<file path="src/pdg_pkg.sv">
// ----------------------------------------------------------------------------
// pdg_pkg
// Shared codes and status types of the Poisson-disc grid check block.
// ----------------------------------------------------------------------------
package pdg_pkg;

  localparam int CFG_IDX_W  = 3;
  localparam int CFG_DATA_W = 32;
  localparam int INV_W      = 16;
  localparam int DIST_W     = 32;
  localparam int DIM_REG_W  = 5;
  localparam int COUNT_W    = 16;
  localparam int CMD_W      = 2;

  // Configuration register indexes
  localparam logic [CFG_IDX_W-1:0] REG_ORIGIN_X    = 3'd0;
  localparam logic [CFG_IDX_W-1:0] REG_ORIGIN_Y    = 3'd1;
  localparam logic [CFG_IDX_W-1:0] REG_ORIGIN_Z    = 3'd2;
  localparam logic [CFG_IDX_W-1:0] REG_INV_CELL    = 3'd3;
  localparam logic [CFG_IDX_W-1:0] REG_MIN_DIST_SQ = 3'd4;
  localparam logic [CFG_IDX_W-1:0] REG_GRID_WIDTH  = 3'd5;
  localparam logic [CFG_IDX_W-1:0] REG_GRID_HEIGHT = 3'd6;
  localparam logic [CFG_IDX_W-1:0] REG_GRID_DEPTH  = 3'd7;

  // Commands; the unused code behaves as a plain check
  typedef enum logic [CMD_W-1:0] {
    CMD_CHECK  = 2'd0,
    CMD_INSERT = 2'd1,
    CMD_SEED   = 2'd2
  } pdg_cmd_t;

  // Axis difference beyond which a stored point is never too close
  localparam int FAR_LIMIT = 65536;
  localparam int SQ_IN_W   = 17;
  localparam int SQ_W      = 2 * SQ_IN_W;
  localparam int SUM_W     = SQ_W + 2;

  // Neighbor read tag that travels beside the memory read
  typedef struct packed {
    logic vld;
    logic last;
  } pdg_tap_t;

  // Distance checker status toward the sequencer
  typedef struct packed {
    logic done;
    logic hit;
  } pdg_dist_t;

endpackage

</file>
<file path="src/pdg_dist_check.sv">
// ----------------------------------------------------------------------------
// pdg_dist_check
// Distance pipeline: stored neighbor point against the candidate, squared
// distance below the threshold sets the hit flag for the current item.
// ----------------------------------------------------------------------------
module pdg_dist_check
  import pdg_pkg::*;
#(
  parameter int COORD_BITS = 16
) (
  input  logic                      clk,
  input  logic                      rst,
  input  logic                      start,
  input  pdg_tap_t                  tap_in,
  input  logic [3*COORD_BITS:0]     rdata,
  input  logic [COORD_BITS-1:0]     cand_x,
  input  logic [COORD_BITS-1:0]     cand_y,
  input  logic [COORD_BITS-1:0]     cand_z,
  input  logic [DIST_W-1:0]         min_dist_sq,
  output pdg_dist_t                 status
);

  localparam int DFW = COORD_BITS + 1;
  localparam int EW  = (DFW > 18) ? DFW : 18;
  localparam logic [EW-1:0] LIM = EW'(FAR_LIMIT);

  pdg_tap_t           tap_q, tap_a, tap_b;
  logic               last_c, hit;
  logic [DFW-1:0]     ax, ay, az;
  logic               far, occ;
  logic [SQ_IN_W-1:0] a_x, a_y, a_z;
  logic [SQ_W-1:0]    sq_x, sq_y, sq_z;
  logic [SUM_W-1:0]   dist_sum;

  function automatic logic [DFW-1:0] abs_diff(input logic [COORD_BITS-1:0] a,
                                              input logic [COORD_BITS-1:0] b);
    logic signed [DFW-1:0] d;
    d = $signed({a[COORD_BITS-1], a}) - $signed({b[COORD_BITS-1], b});
    return d[DFW-1] ? DFW'(-d) : DFW'(d);
  endfunction

  always_comb begin
    occ = rdata[3*COORD_BITS];
    ax  = abs_diff(cand_x, rdata[COORD_BITS-1:0]);
    ay  = abs_diff(cand_y, rdata[2*COORD_BITS-1:COORD_BITS]);
    az  = abs_diff(cand_z, rdata[3*COORD_BITS-1:2*COORD_BITS]);
    far = (EW'(ax) > LIM) || (EW'(ay) > LIM) || (EW'(az) > LIM);
    dist_sum = SUM_W'(sq_x) + SUM_W'(sq_y) + SUM_W'(sq_z);
  end

  always_ff @(posedge clk) begin
    if (rst) begin
      tap_q  <= '0;
      tap_a  <= '0;
      tap_b  <= '0;
      last_c <= 1'b0;
      hit    <= 1'b0;
    end else begin
      tap_q      <= tap_in;
      tap_a.vld  <= tap_q.vld && occ && !far;
      tap_a.last <= tap_q.last;
      tap_b      <= tap_a;
      last_c     <= tap_b.last;
      if (start) begin
        hit <= 1'b0;
      end else if (tap_b.vld && (dist_sum < SUM_W'(min_dist_sq))) begin
        hit <= 1'b1;
      end
    end
  end

  // Magnitudes are at most 65536 (FAR_LIMIT) here whenever the tap is kept
  always_ff @(posedge clk) begin
    a_x  <= EW'(ax) > LIM ? '0 : SQ_IN_W'(ax);
    a_y  <= EW'(ay) > LIM ? '0 : SQ_IN_W'(ay);
    a_z  <= EW'(az) > LIM ? '0 : SQ_IN_W'(az);
    sq_x <= a_x * a_x;
    sq_y <= a_y * a_y;
    sq_z <= a_z * a_z;
  end

  assign status.done = last_c;
  assign status.hit  = hit;

endmodule
</file>
<file path="config.mk">
export PLATFORM = sky130hd
export DESIGN_NAME = pdg_dist_check
export DESIGN_NICKNAME = d
export VERILOG_FILES = /design/src/pdg_pkg.sv /design/src/pdg_dist_check.sv
export SDC_FILE = /design/constraint.sdc
export NUM_CORES = 2
export LEC_CHECK = 0
export ABC_AREA = 1
export BUFFER_PORTS_ARGS = -buffer_cell sky130_fd_sc_hd__buf_2
export CORE_ASPECT_RATIO = 1.5
export CORE_UTILIZATION = 25
export DETAILED_ROUTE_END_ITERATION = 12
export PLACE_DENSITY = 0.35
export SYNTH_ARGS = -nofsm -noshare
export SYNTH_HDL_FRONTEND = slang
export SYNTH_SLANG_ARGS = --single-unit
</file>
<file path="constraint.sdc">
create_clock -name clk -period 12.55 [get_ports clk]
set_clock_uncertainty 0.1 [all_clocks]
set_input_delay 2.51 -clock clk [delete_from_list [all_inputs] [get_ports clk]]
set_output_delay 2.51 -clock clk [all_outputs]
set_load 0.01 [all_outputs]
</file>
# Word level (Yosys, flattened, before mapping)
# Cells that the tools add are included.
dict set report op_classes {
  add_sub_neg 8
  n_mul 3
  n_lt_le_gt_ge 4
  muxes 3
  n_reduce_logical 7
}
# operator count
set op_table {}
lappend op_table {{$mul A17 B17 Y34} 3}
lappend op_table {{$gt A17 B17 Y1 const B} 3}
lappend op_table {{$mux W17} 3}
lappend op_table {{$neg A17 Y17} 3}
lappend op_table {{$sub A16 B16 Y17} 3}
lappend op_table {{$add A35 B34 Y36} 1}
lappend op_table {{$lt A36 B32 Y1} 1}
lappend op_table {{$add A34 B34 Y35} 1}
lappend op_table {{$logic_and A1 B1 Y1} 3}
lappend op_table {{$logic_or A1 B1 Y1} 2}
lappend op_table {{$reduce_or A2 Y1} 1}
lappend op_table {{$logic_not A1 Y1} 1}
dict set report totals {
  ff_bits 161
  input_bits 134
  output_inout_bits 2
  elab_cells 39
}

# Logic depth before layout (Yosys ltp)
dict set report logic_depth {
  word_depth 8
  mapped_depth 28
}

# Worst setup path after synthesis
# Ideal clock, no wire load.
dict set report synth_path {
  path_kind {reg2reg}
  start {register a_x[7]}
  end {register sq_x[28]}
  setup_time_ns 0.117
  arrival_time_ns 5.665
  required_ns 12.333
  slack_ns 6.669
  path_stages_with_launch 26
  n_path_buf 2
  period_less_slack_ns 5.881
  path_cell_list {dfxtp_1 -> clkbuf_1 -> clkbuf_1 -> nand2_1 -> fa_1 -> inv_1 -> fa_1 -> inv_1 -> fa_1 -> inv_1 -> fa_1 -> fa_1 -> inv_1 -> fa_1 -> inv_1 -> ha_1 -> a21oi_1 -> o21ai_0 -> a21oi_1 -> o21ai_1 -> a21oi_1 -> o21ai_1 -> nand2_1 -> inv_1 -> o21bai_1 -> nand2_1}
}
dict set report synth_via {
  elab_chain_cells 1
}
# element line
set synth_lines {}
lappend synth_lines {{start: declaration} pdg_dist_check.sv:31} ;# logic [SQ_IN_W-1:0] a_x, a_y, a_z;
lappend synth_lines {{start signal: assignment} pdg_dist_check.sv:74} ;# a_x <= EW'(ax) > LIM ? '0 : SQ_IN_W'(ax);
lappend synth_lines {{$mul A17 B17 Y34} pdg_dist_check.sv:77} ;# sq_x <= a_x * a_x;
lappend synth_lines {{end signal: assignment} pdg_dist_check.sv:77}
lappend synth_lines {{end: declaration} pdg_dist_check.sv:32} ;# logic [SQ_W-1:0] sq_x, sq_y, sq_z;
# Every way passes these cells.
# A chain may end at the register's enable or synchronous reset.

# Worst setup path after layout
dict set report layout_path {
  start {register a_y[8]}
  end {register sq_y[23]}
}
dict set report layout_via {
  elab_chain_cells 1
}
# element line
set layout_lines {}
lappend layout_lines {{start: declaration} pdg_dist_check.sv:31}
lappend layout_lines {{start signal: assignment} pdg_dist_check.sv:75} ;# a_y <= EW'(ay) > LIM ? '0 : SQ_IN_W'(ay);
lappend layout_lines {{$mul A17 B17 Y34} pdg_dist_check.sv:78} ;# sq_y <= a_y * a_y;
lappend layout_lines {{end signal: assignment} pdg_dist_check.sv:78}
lappend layout_lines {{end: declaration} pdg_dist_check.sv:32}
# Every way passes these cells.

==> impl_summary.txt <==
----------------------------------------------------
[Floorplanning]
  Placeable core region ... 0.143 mm²
  # IOs ... 136
  Die area ... 0.146 mm²
  Die Height ... 467 µm
  Initial standard-cell utilization of the core ... 25.2%
  Die X ... 312 µm
  Standard-cell rows ... 170

[Timing]
  Unrepaired setup endpoints after global routing ... no
  Post-route fraction of the period consumed by the critical path ... 54.4%
  Peak clock frequency supported by timing ... 146 MHz
  Setup TNS Final ... 0 ns
  Number of failing hold endpoints at the final stage ... 0
  Number of setup violations in the final report ... 0
  Transition time of the tightest slew-check pin ... 1.03 ns
  Slew headroom ... 31.3%
  Final Critical Period ... 6.83 ns
  Final Max Tran Viols ... 0

[Routing]
  Number of vias after detailed routing ... 27,900
  Post-detailed-route via-to-cell ratio ... 4.18
  Detailed router's first-iteration violation count ... 818
  Count of antenna-violating nets left after detailed routing ... 0
  Router iterations before antenna repair ... 4
  Routed wire length ... 102,000 µm
  DR DRC count ... 0
  Wire length per cell after detailed routing ... 15.3 µm

[Synthesis]
  Commonest register cell after synthesis ... dfxtp_1
  Number of distinct library cell variants in the gate-level netlist after synthesis ... 53
  Cells after synthesis ... 4,709
  Total standard cell area after synthesis ... 0.0361 mm²
  Count of yosys warnings during synthesis ... 0
  Proportion of synthesized chip area in sequential cells ... 8.76%
  EDFF count, synth ... 0
  Share of synthesized registers carrying an async set or reset ... 0%
  Post-synthesis register bit count ... 158
  Synthesized area per cell ... 7.67 µm²

[GRT]
  Antenna violations before repair ... 1
  First-pass GRT wire length ... 165,000 µm
  Congestion Overflow GR ... 0
  Largest net degree at the start of global routing ... 29
  Total global-route track usage ... 14.6%
  Vias in the first global route ... 30,900

[Cells and area]
  Share of final-layout standard cells stronger than drive strength 1 ... 4.76%
  Number of fill cells in the layout ... 15,900
  Area added between synthesis and finish ... 9.08%
  Number of nets in the layout ... 5,940

[Status]
  Run status ... complete, no violations

[Clock network]
  Number of buffers created by CTS ... 17
  Clock-pin slew of the registers on the worst-case setup and hold paths ... 0.08 ns
  Clock latency reported for the late side of the worst-skew pair ... 0.52 ns
  Max H-tree Level ... 4
  CTS tree ... built
  Setup Fix Bufs, Post-CTS ... 0
  Max Buffers Root-to-Sink ... 2
  Resize count post-CTS ... 0
  Clk sinks ... 158
  Total of hold buffers inserted after clock tree synthesis ... 0
  CTS root buf ... clkbuf_16

[Worst setup path]
  Kind of critical path ... flip-flop to flip-flop
  Critical path required time ... 12.88 ns
  Highest net fanout along the worst path ... 17
  Worst Setup End Kind ... flip-flop
  Startpoint kind of the worst setup timing path ... flip-flop
  Data arrival time of the critical path ... 7.16 ns

[Worst hold path]
  Min-Delay Path Class ... flip-flop to flip-flop

[Run]
  Number of max-cap violations ... 0

[Place]
  Quantity of I/O buffers inserted on ports ... 135
  Routability congestion estimate ... 0.814
  Detailed placement HPWL ... 90,200 µm

----------------------------------------------------
==> sequential cells by signal, indices dropped and copies added, names as in the netlist <==
| register | cells |
|---|---|
| hit | 1 |
| sq_z | 33 |
| a_z | 17 |
| tap_a | 2 |
| a_y | 17 |
| sq_x | 33 |
| last_c | 1 |
| sq_y | 33 |
| tap_b | 2 |
| tap_q | 2 |
| a_x | 17 |
==> cells by family (layout without fill, tap and decap cells) <==
| kind of cell | after synthesis | in the layout | synth area share [%] |
|---|---|---|---|
| simple gates | 1497 | 1497 | 17.0 |
| buf+inv | 1460 | 1523 | 15.3 |
| fa+ha+maj | 1046 | 1046 | 48.9 |
| compound gates | 373 | 373 | 5.83 |
| xor+xnor | 173 | 173 | 4.22 |
| flops | 158 | 158 | 8.76 |
| other cells | 2 | 5 | 0.0208 |
==> through the flow <==
| stage | utilization, % | hold slack (ns) | worst slack (ns) | std cells | cell area, µm² |
|---|---|---|---|---|---|
| after floorplan | - | 0.229 | 6.67 | 4710 | 36100 |
| after global placement | 27.1 | 0.289 | 5.66 | 6633 | 38800 |
| after detailed placement | 27.1 | 0.296 | 5.70 | 6633 | 38800 |
| after CTS | 27.5 | 0.307 | 5.64 | 6665 | 39400 |
| after global routing | 27.5 | 0.326 | 5.34 | 6666 | 39400 |
| final | 27.5 | 0.303 | 5.72 | 6667 | 39400 |
==> cell type report <==
cell class / instances / area (µm²) / area share (%)
clock buffers: 17 / 425 / 1.08
repair buffers: 148 / 773 / 1.96
multi-input cells: 3092 / 27400 / 69.6
flip-flops and latches: 158 / 3160 / 8.03
well taps: 1892 / 2370 / 6.01
diodes: 2 / 5.00 / 0.0127
inverters: 1343 / 5040 / 12.8
clock inverters: 15 / 185 / 0.470
==> routing by layer <==
metal | wire length (µm) | share of wire [%] | vias up | global-route usage [%]
met5 | 0 | 0 | - | 0
met4 | 2750 | 2.7 | 0 | 4.64
met3 | 1520 | 1.5 | 83 | 1.19
met2 | 56800 | 56 | 292 | 28.9
met1 | 41000 | 40 | 13500 | 16.1
li1 | - | - | 14000 | -
==> final timing paths <==
path,start,end,slack [ns],cells after the start
worst min register to register,tap_q[0],tap_a[0],0.30,2
worst min-delay path,tap_q[0],tap_a[0],0.30,2
worst max register to register,a_y[8],sq_y[23],5.72,21
worst max-delay path,a_y[8],sq_y[23],5.72,21
==> synth_stat cells, types with 12 or more instances <==
cell      instances  area share, %
nand2_2          15           0.26
nand3b_1         12           0.25
o21ai_0          79            1.1
nor3_1           28           0.39
o21bai_1         18           0.37
nand4_1          33           0.57
a31oi_1          17           0.29
clkbuf_1        106            1.1
nand2_1        1011             11
a21oi_1         194            2.7
xnor2_1          64            1.6
fa_1            607             34
inv_1          1340             14
dfxtp_1         158            8.8
nand3_1         146            2.0
ha_1            439             15
xor2_1          108            2.6
nor2_1          213            2.2
==> critical path, stage by stage (launching register included) <==
cell and delay [ns]:
dfxtp_1 0.96, nand2_1 0.23, fa_1 0.58, inv_1 0.06
fa_1 0.54, inv_1 0.06, fa_1 0.38, inv_1 0.08
fa_1 0.44, fa_1 0.56, inv_1 0.05, fa_1 0.49
inv_1 0.04, ha_1 0.35, a21oi_1 0.25, inv_1 0.06
a21oi_1 0.35, o21ai_0 0.23, a21boi_1 0.30, o21ai_0 0.19
a21oi_1 0.23, xnor2_1 0.19
==> layout by cell type (no fill, tap or decap), types with 7 or more instances in the layout <==
cell type	count
inv_1	1340
nand2_1	1011
fa_1	607
ha_1	439
nor2_1	213
a21oi_1	194
dfxtp_1	158
nand3_1	146
buf_2	135
xor2_1	108
o21ai_0	79
xnor2_1	64
nand4_1	33
nor3_1	28
o21bai_1	18
a31oi_1	17
clkbuf_16	17
nand2_2	15
buf_4	13
nand3b_1	12
a21o_1	10
nor4_1	10
or2_2	9
o21ai_1	8
o21a_1	7
o221ai_1	7
inv_8	7
Power is left out: the tool's default activity adds up to more than one toggle a clock period on the data nets, which glitch-free logic cannot reach.
