--- src/pdg_pkg.sv ---
// ----------------------------------------------------------------------------
// pdg_pkg
// Shared codes and status types of the Poisson-disc grid check block.
// ----------------------------------------------------------------------------
package pdg_pkg;

  localparam int CFG_IDX_W  = 3;
  localparam int CFG_DATA_W = 32;
  localparam int INV_W      = 16;
  localparam int DIST_W     = 32;
  localparam int DIM_REG_W  = 5;
  localparam int COUNT_W    = 16;
  localparam int CMD_W      = 2;

  // Configuration register indexes
  localparam logic [CFG_IDX_W-1:0] REG_ORIGIN_X    = 3'd0;
  localparam logic [CFG_IDX_W-1:0] REG_ORIGIN_Y    = 3'd1;
  localparam logic [CFG_IDX_W-1:0] REG_ORIGIN_Z    = 3'd2;
  localparam logic [CFG_IDX_W-1:0] REG_INV_CELL    = 3'd3;
  localparam logic [CFG_IDX_W-1:0] REG_MIN_DIST_SQ = 3'd4;
  localparam logic [CFG_IDX_W-1:0] REG_GRID_WIDTH  = 3'd5;
  localparam logic [CFG_IDX_W-1:0] REG_GRID_HEIGHT = 3'd6;
  localparam logic [CFG_IDX_W-1:0] REG_GRID_DEPTH  = 3'd7;

  // Commands; the unused code behaves as a plain check
  typedef enum logic [CMD_W-1:0] {
    CMD_CHECK  = 2'd0,
    CMD_INSERT = 2'd1,
    CMD_SEED   = 2'd2
  } pdg_cmd_t;

  // Axis difference beyond which a stored point is never too close
  localparam int FAR_LIMIT = 65536;
  localparam int SQ_IN_W   = 17;
  localparam int SQ_W      = 2 * SQ_IN_W;
  localparam int SUM_W     = SQ_W + 2;

  // Neighbor read tag that travels beside the memory read
  typedef struct packed {
    logic vld;
    logic last;
  } pdg_tap_t;

  // Distance checker status toward the sequencer
  typedef struct packed {
    logic done;
    logic hit;
  } pdg_dist_t;

endpackage

--- src/pdg_cell_calc.sv ---
// ----------------------------------------------------------------------------
// pdg_cell_calc
// Candidate cell coordinates: offset, scale by inverse cell size, truncate,
// then clamp into the grid for the home cell index.
// ----------------------------------------------------------------------------
module pdg_cell_calc
  import pdg_pkg::*;
#(
  parameter int GRID_DIM_MAX = 16,
  parameter int COORD_BITS   = 16
) (
  input  logic                                   clk,
  input  logic                                   rst,
  input  logic                                   start,
  input  logic [COORD_BITS-1:0]                  pos_x,
  input  logic [COORD_BITS-1:0]                  pos_y,
  input  logic [COORD_BITS-1:0]                  pos_z,
  input  logic [COORD_BITS-1:0]                  origin_x,
  input  logic [COORD_BITS-1:0]                  origin_y,
  input  logic [COORD_BITS-1:0]                  origin_z,
  input  logic [INV_W-1:0]                       inv_cell_size,
  input  logic [$clog2(GRID_DIM_MAX+1)-1:0]      dim_w,
  input  logic [$clog2(GRID_DIM_MAX+1)-1:0]      dim_h,
  input  logic [$clog2(GRID_DIM_MAX+1)-1:0]      dim_d,
  output logic [COORD_BITS-1:0]                  cand_x,
  output logic [COORD_BITS-1:0]                  cand_y,
  output logic [COORD_BITS-1:0]                  cand_z,
  output logic signed [COORD_BITS+1:0]           gx,
  output logic signed [COORD_BITS+1:0]           gy,
  output logic signed [COORD_BITS+1:0]           gz,
  output logic [2*$clog2(GRID_DIM_MAX+1)-1:0]    wh,
  output logic [$clog2(GRID_DIM_MAX**3)-1:0]     home,
  output logic                                   done
);

  localparam int DW = $clog2(GRID_DIM_MAX + 1);
  localparam int CW = $clog2(GRID_DIM_MAX);
  localparam int AW = $clog2(GRID_DIM_MAX ** 3);
  localparam int OW = COORD_BITS + 1;
  localparam int PW = COORD_BITS + 18;
  localparam int GW = COORD_BITS + 2;

  logic signed [OW-1:0] off_x, off_y, off_z;
  logic signed [PW-1:0] prod_x, prod_y, prod_z;
  logic        [4:0]    sr;
  logic        [CW-1:0] cx, cy, cz;
  logic [CW+DW-1:0]     hy;
  logic [CW+2*DW-1:0]   hz;

  // Truncate toward zero after dropping the 16 fraction bits
  function automatic logic signed [GW-1:0] trunc_cell(input logic signed [PW-1:0] p);
    logic [PW-1:0] mag;
    logic [GW-1:0] sh;
    mag = p[PW-1] ? PW'(-p) : PW'(p);
    sh  = mag[PW-1:16];
    return p[PW-1] ? -$signed(sh) : $signed(sh);
  endfunction

  function automatic logic [CW-1:0] clamp_cell(input logic signed [GW-1:0] g,
                                               input logic [DW-1:0] dim);
    logic [DW-1:0] dm1;
    dm1 = dim - DW'(1);
    if (g[GW-1]) begin
      return '0;
    end else if (g >= $signed(GW'(dim))) begin
      return dm1[CW-1:0];
    end
    return g[CW-1:0];
  endfunction

  always_ff @(posedge clk) begin
    if (rst) begin
      sr <= '0;
    end else begin
      sr <= {sr[3:0], start};
    end
  end

  always_ff @(posedge clk) begin
    if (start) begin
      cand_x <= pos_x;
      cand_y <= pos_y;
      cand_z <= pos_z;
    end
    off_x  <= $signed({cand_x[COORD_BITS-1], cand_x}) - $signed({origin_x[COORD_BITS-1], origin_x});
    off_y  <= $signed({cand_y[COORD_BITS-1], cand_y}) - $signed({origin_y[COORD_BITS-1], origin_y});
    off_z  <= $signed({cand_z[COORD_BITS-1], cand_z}) - $signed({origin_z[COORD_BITS-1], origin_z});
    prod_x <= off_x * $signed({1'b0, inv_cell_size});
    prod_y <= off_y * $signed({1'b0, inv_cell_size});
    prod_z <= off_z * $signed({1'b0, inv_cell_size});
    gx     <= trunc_cell(prod_x);
    gy     <= trunc_cell(prod_y);
    gz     <= trunc_cell(prod_z);
    wh     <= dim_w * dim_h;
    home   <= AW'(cx) + AW'(hy) + AW'(hz);
  end

  always_comb begin
    cx = clamp_cell(gx, dim_w);
    cy = clamp_cell(gy, dim_h);
    cz = clamp_cell(gz, dim_d);
    hy = cy * dim_w;
    hz = cz * wh;
  end

  assign done = sr[4];

endmodule

--- config.mk ---
export PLATFORM = sky130hd
export DESIGN_NAME = pdg_cell_calc
export DESIGN_NICKNAME = d
export VERILOG_FILES = /design/src/pdg_pkg.sv /design/src/pdg_cell_calc.sv
export SDC_FILE = /design/constraint.sdc
export NUM_CORES = 2
export LEC_CHECK = 0
export BUFFER_PORTS_ARGS = -buffer_cell sky130_fd_sc_hd__buf_2
export CORE_UTILIZATION = 58
export CTS_BUF_LIST = sky130_fd_sc_hd__clkbuf_8 sky130_fd_sc_hd__clkbuf_16
export DETAILED_ROUTE_END_ITERATION = 6
export GPL_TIMING_DRIVEN = 0
export PLACE_DENSITY = 0.85
export SETUP_SLACK_MARGIN = 0.15
export SYNTH_ARGS = -nofsm -noshare
export SYNTH_HDL_FRONTEND = slang
export SYNTH_SLANG_ARGS = --single-unit
--- constraint.sdc ---
create_clock -name clk -period 7.5 [get_ports clk]
set_input_delay 1.125 -clock clk [delete_from_list [all_inputs] [get_ports clk]]
set_output_delay 1.125 -clock clk [all_outputs]
set_load 0.05 [all_outputs]
After elaboration in Yosys (flattened, before gate mapping)
Index checks and enable logic that the tools add are counted.
Storage, ports and cells
  bits in registers: 282
  bits of input ports: 130
  output and inout bits: 125
Cells by class
  add/subtract/negate cells: 14
  multiply operators: 6
  order comparisons: 3
  mux-type cells: 21
Operator list (count)
  multiplier 17 x 17 -> 34 bit: 3
  two-way mux 34 bit: 3
  negation 34 bit: 3
  >= comparator 18 x 6 -> 1 bit: 3
  two-way mux 18 bit: 3
  negation 18 bit: 3
  subtractor 16 x 16 -> 17 bit: 3
  two-way mux 4 bit: 9
  adder 10 x 12 -> 12 bit: 1
  multiplier 4 x 10 -> 12 bit: 1
  subtractor 4 x 1 -> 4 bit (second input constant): 3
  adder 4 x 9 -> 10 bit: 1
  multiplier 5 x 5 -> 10 bit: 1
  multiplier 4 x 5 -> 9 bit: 1
  two-way mux 1 bit: 6

Longest topological paths before layout
  depth in word-level cells: 7
  mapped depth: 28
  depth with buffers taken out: 28

Worst setup path before layout
Ideal clock, no wire load.
  path type: input -> register
  from: in inv_cell_size[5]
  to: reg prod_x[32]
  library setup time: 79 ps
  arrival: 7146 ps
  path slack: 275 ps
  stages on the path: 24
  path buffers: 2
  cells stage by stage: clkbuf_1 > clkbuf_1 > nand2_1 > fa_1 > inv_1 > fa_1 > inv_1 > fa_1 > inv_1 > fa_1 > inv_1 > fa_1 > inv_1 > fa_1 > ha_1 > a21o_1 > a21o_1 > a31o_1 > nor3_2 > a21oi_1 > o31a_1 > o41ai_2 > or4b_1 > o211ai_1
On the way
  longest elaborated chain between the ends: 1
Ends and longest elaborated chain
  from (decl): RTL line pdg_cell_calc.sv:21  | input logic [INV_W-1:0] inv_cell_size,
  multiplier 17 x 17 -> 34 bit: RTL line pdg_cell_calc.sv:88  | prod_x <= off_x * $signed({1'b0, inv_cell_size});
  to (signal assigned): RTL line pdg_cell_calc.sv:88
  to (decl): RTL line pdg_cell_calc.sv:44  | logic signed [PW-1:0] prod_x, prod_y, prod_z;
No other way between the ends.
A chain may end at the register's enable or synchronous reset.

Worst setup path after layout
  from: in inv_cell_size[2]
  to: reg prod_y[33]
On the way
  longest elaborated chain between the ends: 1
Ends and longest elaborated chain
  multiplier 17 x 17 -> 34 bit: RTL line pdg_cell_calc.sv:89  | prod_y <= off_y * $signed({1'b0, inv_cell_size});
  to (signal assigned): RTL line pdg_cell_calc.sv:89
  to (decl): RTL line pdg_cell_calc.sv:44
No other way between the ends.

==> summary.json <==
{
  "global_routing": {
    "first_global_vias": 36300,
    "grt_antenna_before_repair": 11,
    "grt_pass1_wl_um": 188000,
    "gr-usage-all-layers_pct": 31.1,
    "grt_max_degree": 50,
    "grt-ovfl-total": 0
  },
  "floorplan": {
    "core.rowCount": 101,
    "die_width_um": 280,
    "die-area_um2": 78500,
    "core-area_um2": 76300,
    "design.portCount": 255,
    "chipHeight_um": 280,
    "initial_core_util_pct": 58.8
  },
  "cts": {
    "numCtsBuffers": 35,
    "cts.sink_count": 282,
    "clock_root_cell": "sky130_fd_sc_hd__clkbuf_16",
    "worst_skew_pair.late_latency_ns": 0.57,
    "max-clock-path-buffers": 3,
    "worst_setup_hold_path_clk_slew_ns": 0.06,
    "ctsHtreeMaxLevel": 2,
    "tritoncts": "built",
    "holdBufCountCts": 0
  },
  "cells_and_area": {
    "ff_latch_area_um2": 6130,
    "commonest_cells_after_routing_fill_and_taps_aside": "sky130_fd_sc_hd__inv_1, sky130_fd_sc_hd__fa_1, sky130_fd_sc_hd__nand2_1",
    "area_growth_syn_to_layout_pct": 9.18,
    "fin_nets": 6508,
    "fin_cells": 6172,
    "fillerInstances": 6048,
    "final_layout_size_suffix_gt1_share_pct": 8.33,
    "multi_input_area_um2": 34100,
    "final_common_cell": "sky130_fd_sc_hd__inv_1"
  },
  "route": {
    "detail_route.wirelength_um": 117000,
    "vias_per_cell": 5.54,
    "routed-via-count": 34200,
    "antenna_left": 0,
    "firstDrtPassIters": 7,
    "total_drc_errors_in_the_routed_layout": 1,
    "wire_per_inst_um": 19.0,
    "number_of_drc_markers_in_iteration_0": 2653
  },
  "yosys": {
    "synth_seq_area_share_pct": 13.6,
    "yosys_most_used_dff": "sky130_fd_sc_hd__dfxtp_1",
    "synth_top_area_share_pct": 39.6,
    "post_synth_instance_area_um2": 44900,
    "synth_area_per_cell_um2": 9.31,
    "post_synth_main_area_contributors": "sky130_fd_sc_hd__fa_1, sky130_fd_sc_hd__ha_1, sky130_fd_sc_hd__dfxtp_1",
    "synth-seq-cells": 282,
    "netlist.top_cell.by_area": "sky130_fd_sc_hd__fa_1",
    "syn_inst": 4824,
    "synth_async_sr_flop_share_pct": 0,
    "synth_enable_flop_cells": 48,
    "yosys_warnings": 0,
    "postSynthNetCount": 6223,
    "yosysUniqueCellTypes": 74
  },
  "worst_setup_path": {
    "path_max_fanout": 10,
    "cp.required_ns": 7.93,
    "path_common_cell": "sky130_fd_sc_hd__fa_1",
    "crit_chain": "buf_2 -> buf_12 -> nand2_1 -> inv_1 -> fa_2 -> fa_1 -> clkinvlp_4 -> fa_1 -> fa_1 -> fa_1 -> fa_1 -> inv_1 -> ha_2 -> a21o_1 -> or3_1 -> or4b_4 -> a311oi_4 -> a22oi_2 -> and4_1 -> nor3_4",
    "slowest_stage": "sky130_fd_sc_hd__fa_1",
    "critical_path_buf_inv_count": 5,
    "worst-r2r-cell-count": 22,
    "crit_type": "input port to flop",
    "crit_path_start": "inv_cell_size[2]",
    "worstReg2RegStart": "off_y[5]",
    "largest_stage_delay_on_the_critical_path_ns": 0.61,
    "reg_to_reg_end": "prod_y[33]",
    "cp-end-kind": "flop",
    "arrival_ns": 7.68,
    "startpoint_type": "input port",
    "ff2ff_setup_slack_ns": 0.35,
    "critical-path-top-delay-family": "adder cells"
  },
  "run": {
    "cap_viol_max_count": 0
  },
  "sta": {
    "timing.clock.skew_ns": 0.0194,
    "timing.fmax_mhz": 138,
    "period_minus_slack_ns": 7.24,
    "hold_violations": 0,
    "final_number_of_setup_violating_endpoints": 0,
    "slew-limit-headroom_pct": 22.7,
    "unrepaired_setup_endpoints_after_global_routing": "true",
    "timing.final.crit_share_pct": 96.6,
    "timing_worst_slew_pin_value_ns": 1.16,
    "timing.final.max_slew_violations": 0,
    "fin_tns_setup_ns": 0
  },
  "place": {
    "placer_congestion": 0.963,
    "number_of_buffers_inserted_by_port_buffering": 244,
    "post-place-cells": 6100,
    "dp_hpwl_um": 98100
  },
  "status": {
    "violations_in_the_final_reports": "DRC",
    "run_status": "finished, violations left"
  },
  "min_path": {
    "holdCritPathClass": "flop to flop",
    "hp-start": "sr[0]",
    "holdPathEnd": "sr[1]",
    "timing.hold.worst_path_depth": 1
  }
}
==> metrics by stage <==
step	util [%]	hold slack, ns	setup WS [ns]	cell area [um^2]
CTS	63.9	0.448	0.0420	48800
global route	64.2	0.457	0.0504	49000
global placement	62.1	0.423	-1.61	47400
floorplan	-	0.414	0.275	44900
finish	64.2	0.440	0.255	49000
detailed placement	62.1	0.428	-1.63	47400
==> registers in the layout (all words and copies together) (netlist names) <==
signal  flops
home       12
prod_z     34
sr          5
prod_x     34
gy         18
gz         18
wh         10
cand_x     16
off_x      17
gx         18
prod_y     34
cand_z     16
cand_y     16
off_z      17
off_y      17
==> per-layer routing <==
metal	up-vias	global-route usage (%)	share of wire, %
met4	8	15.7	5.6
met5	-	0	0.049
met3	378	7.78	11
li1	15200	-	-
met2	1679	50.3	46
met1	17000	38.8	37
==> synth_stat cells (all sizes together) (6+ instances only) <==
library cell  instances
a31oi                11
clkbuf              148
nor2b                47
a21boi                7
edfxtp               48
ha                  382
a21o                 45
or2                  13
and3                 13
nand2b               18
dfxtp               234
or3                  19
nor3                 63
o31ai                21
nand2               578
inv                1133
nor2                122
a21oi               109
and2                392
a221oi                6
nand4                17
mux2i                14
nand3                43
xnor2               162
or4                   6
xor2                 49
o31a                  6
o21bai               19
fa                  887
a211oi               10
o21a                 24
o21ai                61
nor4                 30
o2111ai               9
o211ai               11
==> final cells by class <==
class	instances	area share [%]
inverters	1133	8.70
repair buffers	248	2.55
multi-input cells	3258	69.5
plain buffers	151	1.58
clock inverters	23	0.488
clock buffers	41	1.98
diodes	6	0.0306
flip-flops and latches	282	12.5
well taps	1030	2.63
==> logic make-up (layout without fill, tap and decap cells) <==
kind of cell / Yosys count / count (layout) / share of synthesized area [%]
AOI/OAI and AO/OA: 380 / 380 / 5.64
xor gates and xnor gates: 212 / 212 / 4.17
adders and majority gates: 1269 / 1269 / 50.2
buffers and inverters: 1284 / 1596 / 10.8
DFF: 282 / 282 / 13.6
muxes: 18 / 18 / 0.412
other: 0 / 6 / 0
and+or+nand+nor: 1379 / 1379 / 15.2
==> worst max path at each step <==
stage,endpoint,slack (ns),depth (start not counted)
4_1_cts,prod_y[33],0.04,20
3_5_place_dp,prod_y[33],-1.63,20
3_3_place_gp,prod_y[33],-1.61,19
5_1_grt,prod_z[33],0.05,23
2_1_floorplan,prod_x[32],0.27,24
6_report,prod_y[33],0.26,20
==> timing repair <==
action | CTS | global route
setup endpoints to repair | 21 | 21
setup buffers | 0 | 2
pin swaps | 0 | 3
gates resized for setup | 54 | 145
endpoints found under the hold margin | 0 | 0
Power is not shown: default switching activity piles up to over one toggle a cycle in this logic, so the estimate is an artifact.
